--- src/rtl/pbsa_pkg.sv ---
// shared types, codes and constants of the priority batch slot allocator
package pbsa_pkg;

    // default slot count
    localparam int SLOTS_DEF = 8;

    // configuration port
    localparam int CFG_IDX_W  = 3;
    localparam int CFG_DATA_W = 32;

    localparam logic [CFG_IDX_W-1:0] REG_PRIORITY_TYPES = 3'd0;
    localparam logic [CFG_IDX_W-1:0] REG_RATIO_PERCENT  = 3'd1;
    localparam logic [CFG_IDX_W-1:0] REG_ACTIVE_SLOTS   = 3'd2;
    localparam logic [CFG_IDX_W-1:0] REG_SLOT_CAPACITY  = 3'd3;
    localparam logic [CFG_IDX_W-1:0] REG_HEADER_BYTES   = 3'd4;

    // register reset values
    localparam logic [31:0] PRIO_RESET     = 32'h0000_3800;
    localparam logic [6:0]  RATIO_RESET    = 7'd80;
    localparam logic [6:0]  ACTIVE_RESET   = 7'd3;
    localparam logic [20:0] CAPACITY_RESET = 21'h10_0000;
    localparam logic [12:0] HEADER_RESET   = 13'd64;

    // result outcome codes
    localparam logic [2:0] OUT_APPEND  = 3'd0;
    localparam logic [2:0] OUT_NEW     = 3'd1;
    localparam logic [2:0] OUT_REPLACE = 3'd2;
    localparam logic [2:0] OUT_FULL    = 3'd3;
    localparam logic [2:0] OUT_NONE    = 3'd4;

    // per-slot decision codes
    typedef logic [2:0] dec_t;
    localparam dec_t DEC_NEXT    = 3'd0;  // skip, keep scanning
    localparam dec_t DEC_MARK    = 3'd1;  // mark type full, keep scanning
    localparam dec_t DEC_STOP    = 3'd2;  // mark type full, end scan unplaced
    localparam dec_t DEC_FAIL    = 3'd3;  // end scan unplaced, no change
    localparam dec_t DEC_OPEN    = 3'd4;
    localparam dec_t DEC_APPEND  = 3'd5;
    localparam dec_t DEC_REPLACE = 3'd6;

    // barrier = prod / 100 done as (prod * 5243) >> 19, exact for prod below 8192
    localparam int          PROD_W      = 13;
    localparam int          SCALED_W    = 26;
    localparam logic [12:0] RECIP_100   = 13'd5243;
    localparam int          RECIP_SHIFT = 19;

    typedef struct packed {
        logic [4:0]  stype;
        logic [31:0] group;
        logic [31:0] backend;
        logic [20:0] used;
    } slot_rec_t;

    localparam int SLOT_REC_W = $bits(slot_rec_t);

    typedef struct packed {
        logic [4:0]  stype;
        logic [31:0] group;
        logic [31:0] backend;
        logic [16:0] len8;
        logic [17:0] fresh;
        logic        fav;
    } req_t;

    typedef struct packed {
        dec_t        dec;
        logic [20:0] new_used;
    } eval_t;

endpackage

--- src/rtl/pbsa_ram.sv ---
// generic single-write, single-read ram with registered read data
module pbsa_ram #(
    parameter int WIDTH = 8,
    parameter int DEPTH = 8
) (
    input  logic                                   clk,
    input  logic                                   we,
    input  logic [(DEPTH > 1 ? $clog2(DEPTH) : 1)-1:0] waddr,
    input  logic [WIDTH-1:0]                       wdata,
    input  logic [(DEPTH > 1 ? $clog2(DEPTH) : 1)-1:0] raddr,
    output logic [WIDTH-1:0]                       rdata
);

    logic [WIDTH-1:0] mem_reg [DEPTH];
    logic [WIDTH-1:0] rdata_reg;

    always_ff @(posedge clk)
    begin
        if (we)
        begin
            mem_reg[waddr] <= wdata;
        end
        rdata_reg <= mem_reg[raddr];
    end

    assign rdata = rdata_reg;

endmodule

--- src/rtl/pbsa_slot_eval.sv ---
// shared compare unit: judges one slot against the current request
module pbsa_slot_eval
    import pbsa_pkg::*;
(
    input  slot_rec_t   rec,
    input  logic        valid,
    input  req_t        req,
    input  logic [20:0] capacity,
    input  logic [31:0] prio_types,
    input  logic [6:0]  idx,
    input  logic [6:0]  barrier,
    output eval_t       result
);

    logic [21:0] sum;
    logic        fresh_too_big;
    logic        same_owner;

    assign sum           = {1'b0, rec.used} + 22'(req.len8);
    assign fresh_too_big = {3'b000, req.fresh} > capacity;
    assign same_owner    = (rec.group == req.group) && (rec.backend == req.backend);

    always_comb
    begin
        result.new_used = sum[20:0];
        if (!valid)
        begin
            result.dec = fresh_too_big ? DEC_FAIL : DEC_OPEN;
        end
        else if (rec.stype == req.stype)
        begin
            if (same_owner && (sum <= {1'b0, capacity}))
            begin
                result.dec = DEC_APPEND;
            end
            else
            begin
                result.dec = DEC_NEXT;
            end
        end
        else if (!prio_types[rec.stype] && req.fav)
        begin
            // eviction of a lower-class slot, only up to the barrier
            if (idx > barrier)
            begin
                result.dec = DEC_STOP;
            end
            else
            begin
                result.dec = fresh_too_big ? DEC_FAIL : DEC_REPLACE;
            end
        end
        else
        begin
            result.dec = DEC_MARK;
        end
    end

endmodule

--- src/rtl/priority_batch_slot_allocator_top.sv ---
// top level of the priority batch slot allocator: sequencer, slot table and registers
//
// Each transaction on the input channel either starts a new scan (op = 1: all slots
// emptied, full-type set and opened count cleared) or offers one request, which is
// placed into a table of SLOTS batch slots. Favoured types (bit set in priority_types)
// scan from slot 0 upward, others from the highest active slot downward; a favoured
// request may take over a slot of a non-favoured type only at or below the ratio
// barrier (n-1)*ratio_percent/100. Exactly one result transaction follows each input
// transaction. Timing: slot records sit in a one-port-read ram and are judged one slot
// per cycle by a single compare unit. An offer passes through the barrier product, the
// divide-by-100 and first ram read, one scan step per inspected slot, the hand-off of
// the result (held while the output register is full and stalled) and the return to
// idle to take the next transaction; a new scan, an offer of an already full type or
// zero active slots goes from the barrier product step straight to the hand-off. The
// input stalls for the whole of this; the result sits in an output register, so the
// next transaction can be taken while it waits. Configuration is to be written by the
// user through the plain write port while the block is idle; it does not enforce this.
module priority_batch_slot_allocator_top
    import pbsa_pkg::*;
#(
    parameter int SLOTS = SLOTS_DEF
) (
    input  logic                  clk,
    input  logic                  rst_n,
    // configuration write port
    input  logic                  cfg_write,
    input  logic [CFG_IDX_W-1:0]  cfg_index,
    input  logic [CFG_DATA_W-1:0] cfg_data,
    // input channel
    input  logic                  in_valid,
    output logic                  in_stall,
    input  logic                  op,
    input  logic [4:0]            req_kind,
    input  logic [31:0]           group_id,
    input  logic [31:0]           backend_id,
    input  logic [15:0]           item_length,
    // output channel
    output logic                  out_valid,
    input  logic                  out_stall,
    output logic [2:0]            outcome,
    output logic [5:0]            slot_index,
    output logic [6:0]            slots_opened
);

    localparam int IDX_W = (SLOTS > 1) ? $clog2(SLOTS) : 1;
    localparam int CNT_W = $clog2(SLOTS + 1);

    // sequencer states
    localparam logic [2:0] S_IDLE = 3'd0;
    localparam logic [2:0] S_PREP = 3'd1;  // decode request, form barrier product
    localparam logic [2:0] S_BAR  = 3'd2;  // divide by 100, issue first slot read
    localparam logic [2:0] S_SCAN = 3'd3;  // judge one slot per cycle
    localparam logic [2:0] S_DONE = 3'd4;  // move result into the output register

    // configuration registers
    logic [31:0] prio_reg,   prio_next;
    logic [6:0]  ratio_reg,  ratio_next;
    logic [6:0]  active_reg, active_next;
    logic [20:0] cap_reg,    cap_next;
    logic [12:0] hdr_reg,    hdr_next;

    // control state
    logic [2:0]       state_reg,   state_next;
    logic [SLOTS-1:0] valid_reg,   valid_next;
    logic [31:0]      full_reg,    full_next;
    logic [6:0]       opened_reg,  opened_next;
    logic             out_valid_reg, out_valid_next;

    // request and scan payload
    logic              op_reg,      op_next;
    req_t              req_reg,     req_next;
    logic [CNT_W-1:0]  n_reg,       n_next;
    logic [PROD_W-1:0] prod_reg,    prod_next;
    logic [6:0]        barrier_reg, barrier_next;
    logic [IDX_W-1:0]  i_reg,       i_next;
    logic [IDX_W-1:0]  k_reg,       k_next;
    logic [2:0]        res_out_reg, res_out_next;
    logic [5:0]        res_idx_reg, res_idx_next;
    logic [2:0]        out_code_reg,  out_code_next;
    logic [5:0]        out_idx_reg,   out_idx_next;
    logic [6:0]        out_opened_reg, out_opened_next;

    // slot table ram
    logic             ram_we;
    logic [IDX_W-1:0] ram_raddr;
    slot_rec_t        ram_wdata;
    slot_rec_t        ram_rdata;

    // datapath helpers
    eval_t               ev;
    logic [16:0]         len8;
    logic [6:0]          n_clip;
    logic [CNT_W-1:0]    nm1;
    logic [SCALED_W-1:0] scaled;
    logic [6:0]          quot;
    logic [IDX_W-1:0]    i_first;
    logic [IDX_W-1:0]    i_step;
    logic                last_slot;
    logic                can_load;

    pbsa_ram #(
        .WIDTH (SLOT_REC_W),
        .DEPTH (SLOTS)
    ) u_slot_ram (
        .clk   (clk),
        .we    (ram_we),
        .waddr (i_reg),
        .wdata (ram_wdata),
        .raddr (ram_raddr),
        .rdata (ram_rdata)
    );

    pbsa_slot_eval u_eval (
        .rec        (ram_rdata),
        .valid      (valid_reg[i_reg]),
        .req        (req_reg),
        .capacity   (cap_reg),
        .prio_types (prio_reg),
        .idx        (7'(i_reg)),
        .barrier    (barrier_reg),
        .result     (ev)
    );

    // request length rounded up to eight bytes
    assign len8 = (17'(item_length) + 17'd7) & ~17'd7;

    // slots in use, clipped to the table size
    assign n_clip = (active_reg > 7'(SLOTS)) ? 7'(SLOTS) : active_reg;
    assign nm1    = n_reg - CNT_W'(1);

    assign scaled = SCALED_W'(prod_reg) * SCALED_W'(RECIP_100);
    assign quot   = scaled[RECIP_SHIFT +: 7];

    assign i_first   = req_reg.fav ? '0 : nm1[IDX_W-1:0];
    assign i_step    = req_reg.fav ? (i_reg + IDX_W'(1)) : (i_reg - IDX_W'(1));
    assign last_slot = (k_reg == nm1[IDX_W-1:0]);
    assign ram_raddr = (state_reg == S_BAR) ? i_first : i_step;

    assign can_load  = !out_valid_reg || !out_stall;

    always_comb
    begin
        prio_next       = prio_reg;
        ratio_next      = ratio_reg;
        active_next     = active_reg;
        cap_next        = cap_reg;
        hdr_next        = hdr_reg;
        state_next      = state_reg;
        valid_next      = valid_reg;
        full_next       = full_reg;
        opened_next     = opened_reg;
        out_valid_next  = out_valid_reg;
        op_next         = op_reg;
        req_next        = req_reg;
        n_next          = n_reg;
        prod_next       = prod_reg;
        barrier_next    = barrier_reg;
        i_next          = i_reg;
        k_next          = k_reg;
        res_out_next    = res_out_reg;
        res_idx_next    = res_idx_reg;
        out_code_next   = out_code_reg;
        out_idx_next    = out_idx_reg;
        out_opened_next = out_opened_reg;
        ram_we          = 1'b0;
        ram_wdata       = '{stype: req_reg.stype, group: req_reg.group,
                            backend: req_reg.backend, used: 21'(req_reg.fresh)};

        // configuration writes
        if (cfg_write)
        begin
            unique case (cfg_index)
                REG_PRIORITY_TYPES: prio_next   = cfg_data[31:0];
                REG_RATIO_PERCENT:  ratio_next  = cfg_data[6:0];
                REG_ACTIVE_SLOTS:   active_next = cfg_data[6:0];
                REG_SLOT_CAPACITY:  cap_next    = cfg_data[20:0];
                REG_HEADER_BYTES:   hdr_next    = cfg_data[12:0];
                default:            ;
            endcase
        end

        // output register drains on a completed transaction
        if (out_valid_reg && !out_stall)
        begin
            out_valid_next = 1'b0;
        end

        unique case (state_reg)
            S_IDLE:
            begin
                if (in_valid)
                begin
                    op_next       = op;
                    req_next.stype   = req_kind;
                    req_next.group   = group_id;
                    req_next.backend = backend_id;
                    req_next.len8    = len8;
                    req_next.fresh   = 18'(hdr_reg) + 18'(len8);
                    req_next.fav     = prio_reg[req_kind];
                    n_next        = CNT_W'(n_clip);
                    state_next    = S_PREP;
                end
            end
            S_PREP:
            begin
                prod_next = PROD_W'(PROD_W'(nm1) * PROD_W'(ratio_reg));
                k_next    = '0;
                if (op_reg)
                begin
                    valid_next   = '0;
                    full_next    = '0;
                    opened_next  = '0;
                    res_out_next = OUT_NONE;
                    res_idx_next = '0;
                    state_next   = S_DONE;
                end
                else if (full_reg[req_reg.stype])
                begin
                    res_out_next = OUT_FULL;
                    res_idx_next = '0;
                    state_next   = S_DONE;
                end
                else if (n_reg == '0)
                begin
                    res_out_next = OUT_NONE;
                    res_idx_next = '0;
                    state_next   = S_DONE;
                end
                else
                begin
                    state_next = S_BAR;
                end
            end
            S_BAR:
            begin
                // barrier of 0 becomes 1, barrier equal to n becomes n-1
                if (quot == 7'd0)
                begin
                    barrier_next = 7'd1;
                end
                else if (quot == 7'(n_reg))
                begin
                    barrier_next = quot - 7'd1;
                end
                else
                begin
                    barrier_next = quot;
                end
                i_next     = i_first;
                state_next = S_SCAN;
            end
            S_SCAN:
            begin
                res_idx_next = '0;
                res_out_next = OUT_NONE;
                unique case (ev.dec) inside
                    DEC_OPEN:
                    begin
                        ram_we            = 1'b1;
                        valid_next[i_reg] = 1'b1;
                        opened_next       = opened_reg + 7'd1;
                        res_out_next      = OUT_NEW;
                        res_idx_next      = 6'(i_reg);
                        state_next        = S_DONE;
                    end
                    DEC_REPLACE:
                    begin
                        ram_we       = 1'b1;
                        res_out_next = OUT_REPLACE;
                        res_idx_next = 6'(i_reg);
                        state_next   = S_DONE;
                    end
                    DEC_APPEND:
                    begin
                        ram_we         = 1'b1;
                        ram_wdata      = ram_rdata;
                        ram_wdata.used = ev.new_used;
                        res_out_next   = OUT_APPEND;
                        res_idx_next   = 6'(i_reg);
                        state_next     = S_DONE;
                    end
                    DEC_FAIL:
                    begin
                        state_next = S_DONE;
                    end
                    DEC_STOP:
                    begin
                        full_next[req_reg.stype] = 1'b1;
                        state_next               = S_DONE;
                    end
                    DEC_MARK, DEC_NEXT:
                    begin
                        if (ev.dec == DEC_MARK)
                        begin
                            full_next[req_reg.stype] = 1'b1;
                        end
                        if (last_slot)
                        begin
                            state_next = S_DONE;
                        end
                        else
                        begin
                            i_next = i_step;
                            k_next = k_reg + IDX_W'(1);
                        end
                    end
                    default:
                    begin
                        state_next = S_DONE;
                    end
                endcase
            end
            S_DONE:
            begin
                if (can_load)
                begin
                    out_valid_next  = 1'b1;
                    out_code_next   = res_out_reg;
                    out_idx_next    = res_idx_reg;
                    out_opened_next = opened_reg;
                    state_next      = S_IDLE;
                end
            end
            default:
            begin
                state_next = S_IDLE;
            end
        endcase
    end

    // configuration registers and control state
    always_ff @(posedge clk or negedge rst_n)
    begin
        if (!rst_n)
        begin
            prio_reg      <= PRIO_RESET;
            ratio_reg     <= RATIO_RESET;
            active_reg    <= ACTIVE_RESET;
            cap_reg       <= CAPACITY_RESET;
            hdr_reg       <= HEADER_RESET;
            state_reg     <= S_IDLE;
            valid_reg     <= '0;
            full_reg      <= '0;
            opened_reg    <= '0;
            out_valid_reg <= 1'b0;
        end
        else
        begin
            prio_reg      <= prio_next;
            ratio_reg     <= ratio_next;
            active_reg    <= active_next;
            cap_reg       <= cap_next;
            hdr_reg       <= hdr_next;
            state_reg     <= state_next;
            valid_reg     <= valid_next;
            full_reg      <= full_next;
            opened_reg    <= opened_next;
            out_valid_reg <= out_valid_next;
        end
    end

    // payload, no reset needed
    always_ff @(posedge clk)
    begin
        op_reg         <= op_next;
        req_reg        <= req_next;
        n_reg          <= n_next;
        prod_reg       <= prod_next;
        barrier_reg    <= barrier_next;
        i_reg          <= i_next;
        k_reg          <= k_next;
        res_out_reg    <= res_out_next;
        res_idx_reg    <= res_idx_next;
        out_code_reg   <= out_code_next;
        out_idx_reg    <= out_idx_next;
        out_opened_reg <= out_opened_next;
    end

    assign in_stall     = (state_reg != S_IDLE);
    assign out_valid    = out_valid_reg;
    assign outcome      = out_code_reg;
    assign slot_index   = out_idx_reg;
    assign slots_opened = out_opened_reg;

    // a result only appears out of the hand-off state
    a_result_from_done: assert property (@(posedge clk) disable iff (!rst_n)
        $rose(out_valid_reg) |-> $past(state_reg) == S_DONE)
        else $error("result appeared without a finished transaction");

    // scan position stays inside the active slots
    a_scan_in_range: assert property (@(posedge clk) disable iff (!rst_n)
        (state_reg == S_SCAN) |-> (CNT_W'(k_reg) < n_reg) && (CNT_W'(i_reg) < n_reg))
        else $error("scan ran past the active slots");

    // opening a slot marks it valid
    a_open_sets_valid: assert property (@(posedge clk) disable iff (!rst_n)
        (state_reg == S_SCAN && ev.dec == DEC_OPEN) |=> valid_reg[$past(i_reg)])
        else $error("opened slot not marked valid");

    // never more slots opened than exist
    a_opened_bounded: assert property (@(posedge clk) disable iff (!rst_n)
        opened_reg <= 7'(SLOTS))
        else $error("opened count exceeds slot count");

endmodule
--- config.mk ---
export PLATFORM = sky130hd
export DESIGN_NAME = priority_batch_slot_allocator_top
export DESIGN_NICKNAME = d
export VERILOG_FILES = /design/src/rtl/pbsa_pkg.sv /design/src/rtl/pbsa_ram.sv /design/src/rtl/pbsa_slot_eval.sv /design/src/rtl/priority_batch_slot_allocator_top.sv
export SDC_FILE = /design/constraint.sdc
export NUM_CORES = 1
export LEC_CHECK = 0
export BUFFER_PORTS_ARGS = -buffer_cell sky130_fd_sc_hd__clkbuf_2
export CAP_MARGIN = 20
export CELL_PAD_IN_SITES_DETAIL_PLACEMENT = 1
export CELL_PAD_IN_SITES_GLOBAL_PLACEMENT = 2
export CORE_MARGIN = 5
export CORE_UTILIZATION = 44
export DETAILED_ROUTE_END_ITERATION = 12
export PLACE_DENSITY_LB_ADDON = 0.25
export REMOVE_ABC_BUFFERS = 1
export SETUP_SLACK_MARGIN = 0.4
export SLEW_MARGIN = 5
export SYNTH_ARGS = -nofsm -noshare
export SYNTH_HDL_FRONTEND = slang
export SYNTH_SLANG_ARGS = --single-unit
--- constraint.sdc ---
create_clock -name clk -period 14.6 [get_ports clk]
set_input_delay 1.46 -clock clk [delete_from_list [all_inputs] [get_ports clk]]
set_output_delay 1.46 -clock clk [all_outputs]
set_load 0.02 [all_outputs]
==> impl_metrics.ini <==
[clock_network]
cts_made_buffers = 116
cts_tree = built
cts_root_buffer = clkbuf_16
cts_hold_buf = 0
post_cts_buffers = 0
h-tree-depth = 3
clock_path_buffers = 3
cts.sinks = 1090
clock_latency_ns = 0.72
post_cts_resized = 0
clk_pin_slew_worst_paths_ns = 0.07

[die]
die-width_um = 339
start_util_pct = 44.3
die_y_um = 339
ios = 144
rows = 120
die-area_um2 = 115000
core_area_um2 = 107000

[place]
postPlaceCellArea_um2 = 49400
gp_congestion = 0.814
port_buffers = 140
dp_slack_ns = 7.19
dp_hpwl_um = 70700

[routing]
drt_pass1_iterations = 5
vias_per_cell = 5.40
num_vias = 29100
drc = 0
wl_per_cell_um = 22.1
drt-initial-drc-count = 1701
met1_length_um = 54600
top_layer_used = met4
met3_wirelength_um = 3610
dr_wl_met2_um = 57800
antenna_left = 0
drt_wl_total_um = 119000

[yosys]
avgSynthCellArea_um2 = 12.4
synth-simple-area-share_pct = 14.5
synth_top_flop_cell = edfxtp_1
synth-compound-area-share_pct = 3.45
synth.distinct_cells = 75
synth_top_family_by_area = simple AND/OR/NAND/NOR gates
synth-xor-area-share_pct = 2.60
synthArstFlopShare_pct = 12.0
ys_warn_count = 0
synthTopCellsByCount = nand2_1 (901), edfxtp_1 (869), nand3_1 (473), clkbuf_1 (192), ha_1 (163)
synth_top_area_share_pct = 54.9
synth_area_leaders = edfxtp_1 (55%), nand2_1 (7.1%), dfrtp_1 (6.4%)
synth.most_common_cell = nand2_1
syn_inst = 3823
synth_enable_flop_cells = 869
synth_mux_area_share_pct = 4.02
ys_seq_area_share_pct = 65.7
synth_top_area_cell = edfxtp_1
synth_area_um2 = 47500
synth-seq-cells = 1090
synth_fa_ha_area_share_pct = 6.57

[final_layout]
fin_area_um2 = 53300
drive_gt1_share_pct = 13.2
area_growth_pct = 12.3
regArea_um2 = 31200
nNetsFinal = 4221
fill_cells = 10900
antennaDiodeCount = 0
largest_register_ffs = 720
multiInputGateArea_um2 = 14900

[worst_setup_path]
critical-path-slowest-cell = and3_4
arrival_ns = 7.78
path_class = reg -> reg
cp_data_required_time_ns = 14.93
worstPathMaxFanout = 47
cp_slowest_stage_delay_ns = 0.78
cpLargestDelayFamily = compound AO/OA/AOI/OAI gates
critPathBufInv = 2
cp-end-kind = flop
start_kind = flop
crit_chain = ha_1, a21o_1, a21oi_1, o21ai_0, a221o_1, a21oi_1, o221ai_1, a31oi_1, or3_1, nand2_1, ha_1, nand3_1, or4_1, nor3_1, nor2_1, nor4_1, o311a_1, a31oi_4, nand2b_4, inv_2, and3_4, buf_4

[sta]
tightest_slew_ns = 1.21
whs_ns = 0.421
fin_crit_ns = 7.45
finalHoldViolCount = 0
max_freq_ghz = 0.134
rsz0062_at_grt = false
setup_viol = 0
slew_viol_final = 0
worst_slack_ns = 7.15
max_slew_margin_pct = 18.7
post-route-period-util_pct = 51.1
setup-tns-final_ns = 0
finalClockSkew_ns = 0.0457

[outcome]
outcome = complete, no violations

[global_routing]
overflow = 0
antenna_found_initial = 5
grt_pass1_wl_um = 185000
grt_use_total_pct = 20.5
grt_max_degree = 186
grt_pass1_vias = 30900

[hold_path]
min_path_type = reg -> reg

[power_and_ir_drop]
finalPower_mw = 14.2
p_leak_nw = 20.4
vdd_drop_max_uv = 364
powerDensity_nw_per_um2 = 265

[flow_run]
drv_cap = 0
[kinds of logic (layout without fill, tap and decap cells)]
family / Yosys count / count (layout)
buf+inv: 391 / 547
other cells: 1 / 4
fa+ha+maj: 218 / 218
flops: 1090 / 1090
simple gates: 1570 / 1570
mux: 138 / 138
xor+xnor: 136 / 136
compound gates: 279 / 279
[area by class of cell]
class / count / share of cell area (%)
flip-flops and latches: 1090 / 58.5
multi-input cells: 2345 / 27.9
inverters: 150 / 1.06
clock buffers: 166 / 6.22
repair buffers: 176 / 1.91
well taps: 1403 / 3.29
clock inverters: 55 / 1.14
[placed cells by master, fill, tap and decap left out, types with 23 or more instances in the layout]
cell / netlist / layout
nor2_1: 56 / 55
xnor2_1: 108 / 108
fa_1: 53 / 53
inv_1: 148 / 148
ha_1: 163 / 163
mux2_2: 100 / 100
o21ai_0: 150 / 150
a21oi_1: 46 / 45
nand3_1: 473 / 473
xor2_1: 25 / 25
edfxtp_1: 869 / 869
clkbuf_16: 0 / 116
clkbuf_1: 192 / 27
dfxtp_1: 90 / 90
nand4_1: 29 / 29
buf_4: 4 / 32
mux4_2: 32 / 32
dfrtp_1: 122 / 122
nand2_1: 901 / 901
clkbuf_8: 0 / 23
clkbuf_2: 0 / 139
[worst reg2reg max path: stages (launching register included)]
cell and delay (ns):
edfxtp_1 0.39, ha_1 0.30, a21o_1 0.18, a21oi_1 0.22, o21ai_0 0.16, a221o_1 0.36
a21oi_1 0.32, o221ai_1 0.22, a31oi_1 0.34, or3_1 0.18, nand2_1 0.06, ha_1 0.30
nand3_1 0.11, or4_1 0.50, nor3_1 0.26, nor2_1 0.11, nor4_1 0.27, o311a_1 0.76
a31oi_4 0.14, nand2b_4 0.23, inv_2 0.08, and3_4 0.78, buf_4 0.73
[final timing paths]
kind                                start                   endpoint  slack, ns  depth (start not counted)
setup / recovery              req_reg[23]  u_slot_ram.mem_reg[7][70]       7.15                         22
setup reg to reg              req_reg[23]  u_slot_ram.mem_reg[7][70]       7.15                         22
hold / removal             res_out_reg[2]                 outcome[2]       0.42                          0
hold reg to reg            res_out_reg[2]                 outcome[2]       0.42                          0
min in group asynchronous           rst_n              opened_reg[0]       0.78                          1
max in group asynchronous           rst_n                prio_reg[5]      12.57                          2
[power by group]
group | switching [mW] | internal (mW) | leakage (nW)
Clock | 1.25 | 1.74 | 1.92
Combinational | 4.24 | 2.63 | 8.27
Sequential | 0.352 | 3.94 | 10.2
[per-stage QoR]
stage	cells	utilization, %
after floorplan	3585	-
after global placement	5161	46.1
after detailed placement	5161	46.1
after CTS	5382	49.7
after global routing	5385	49.8
final	5385	49.8
[layer usage]
metal | GRT usage (%) | up-vias
met3 | 2.68 | 162
met1 | 28.1 | 14900
met2 | 34.5 | 451
li1 | - | 13600
met4 | 5.74 | 0
met5 | 0 | -
(Power assumes the default switching activity.)
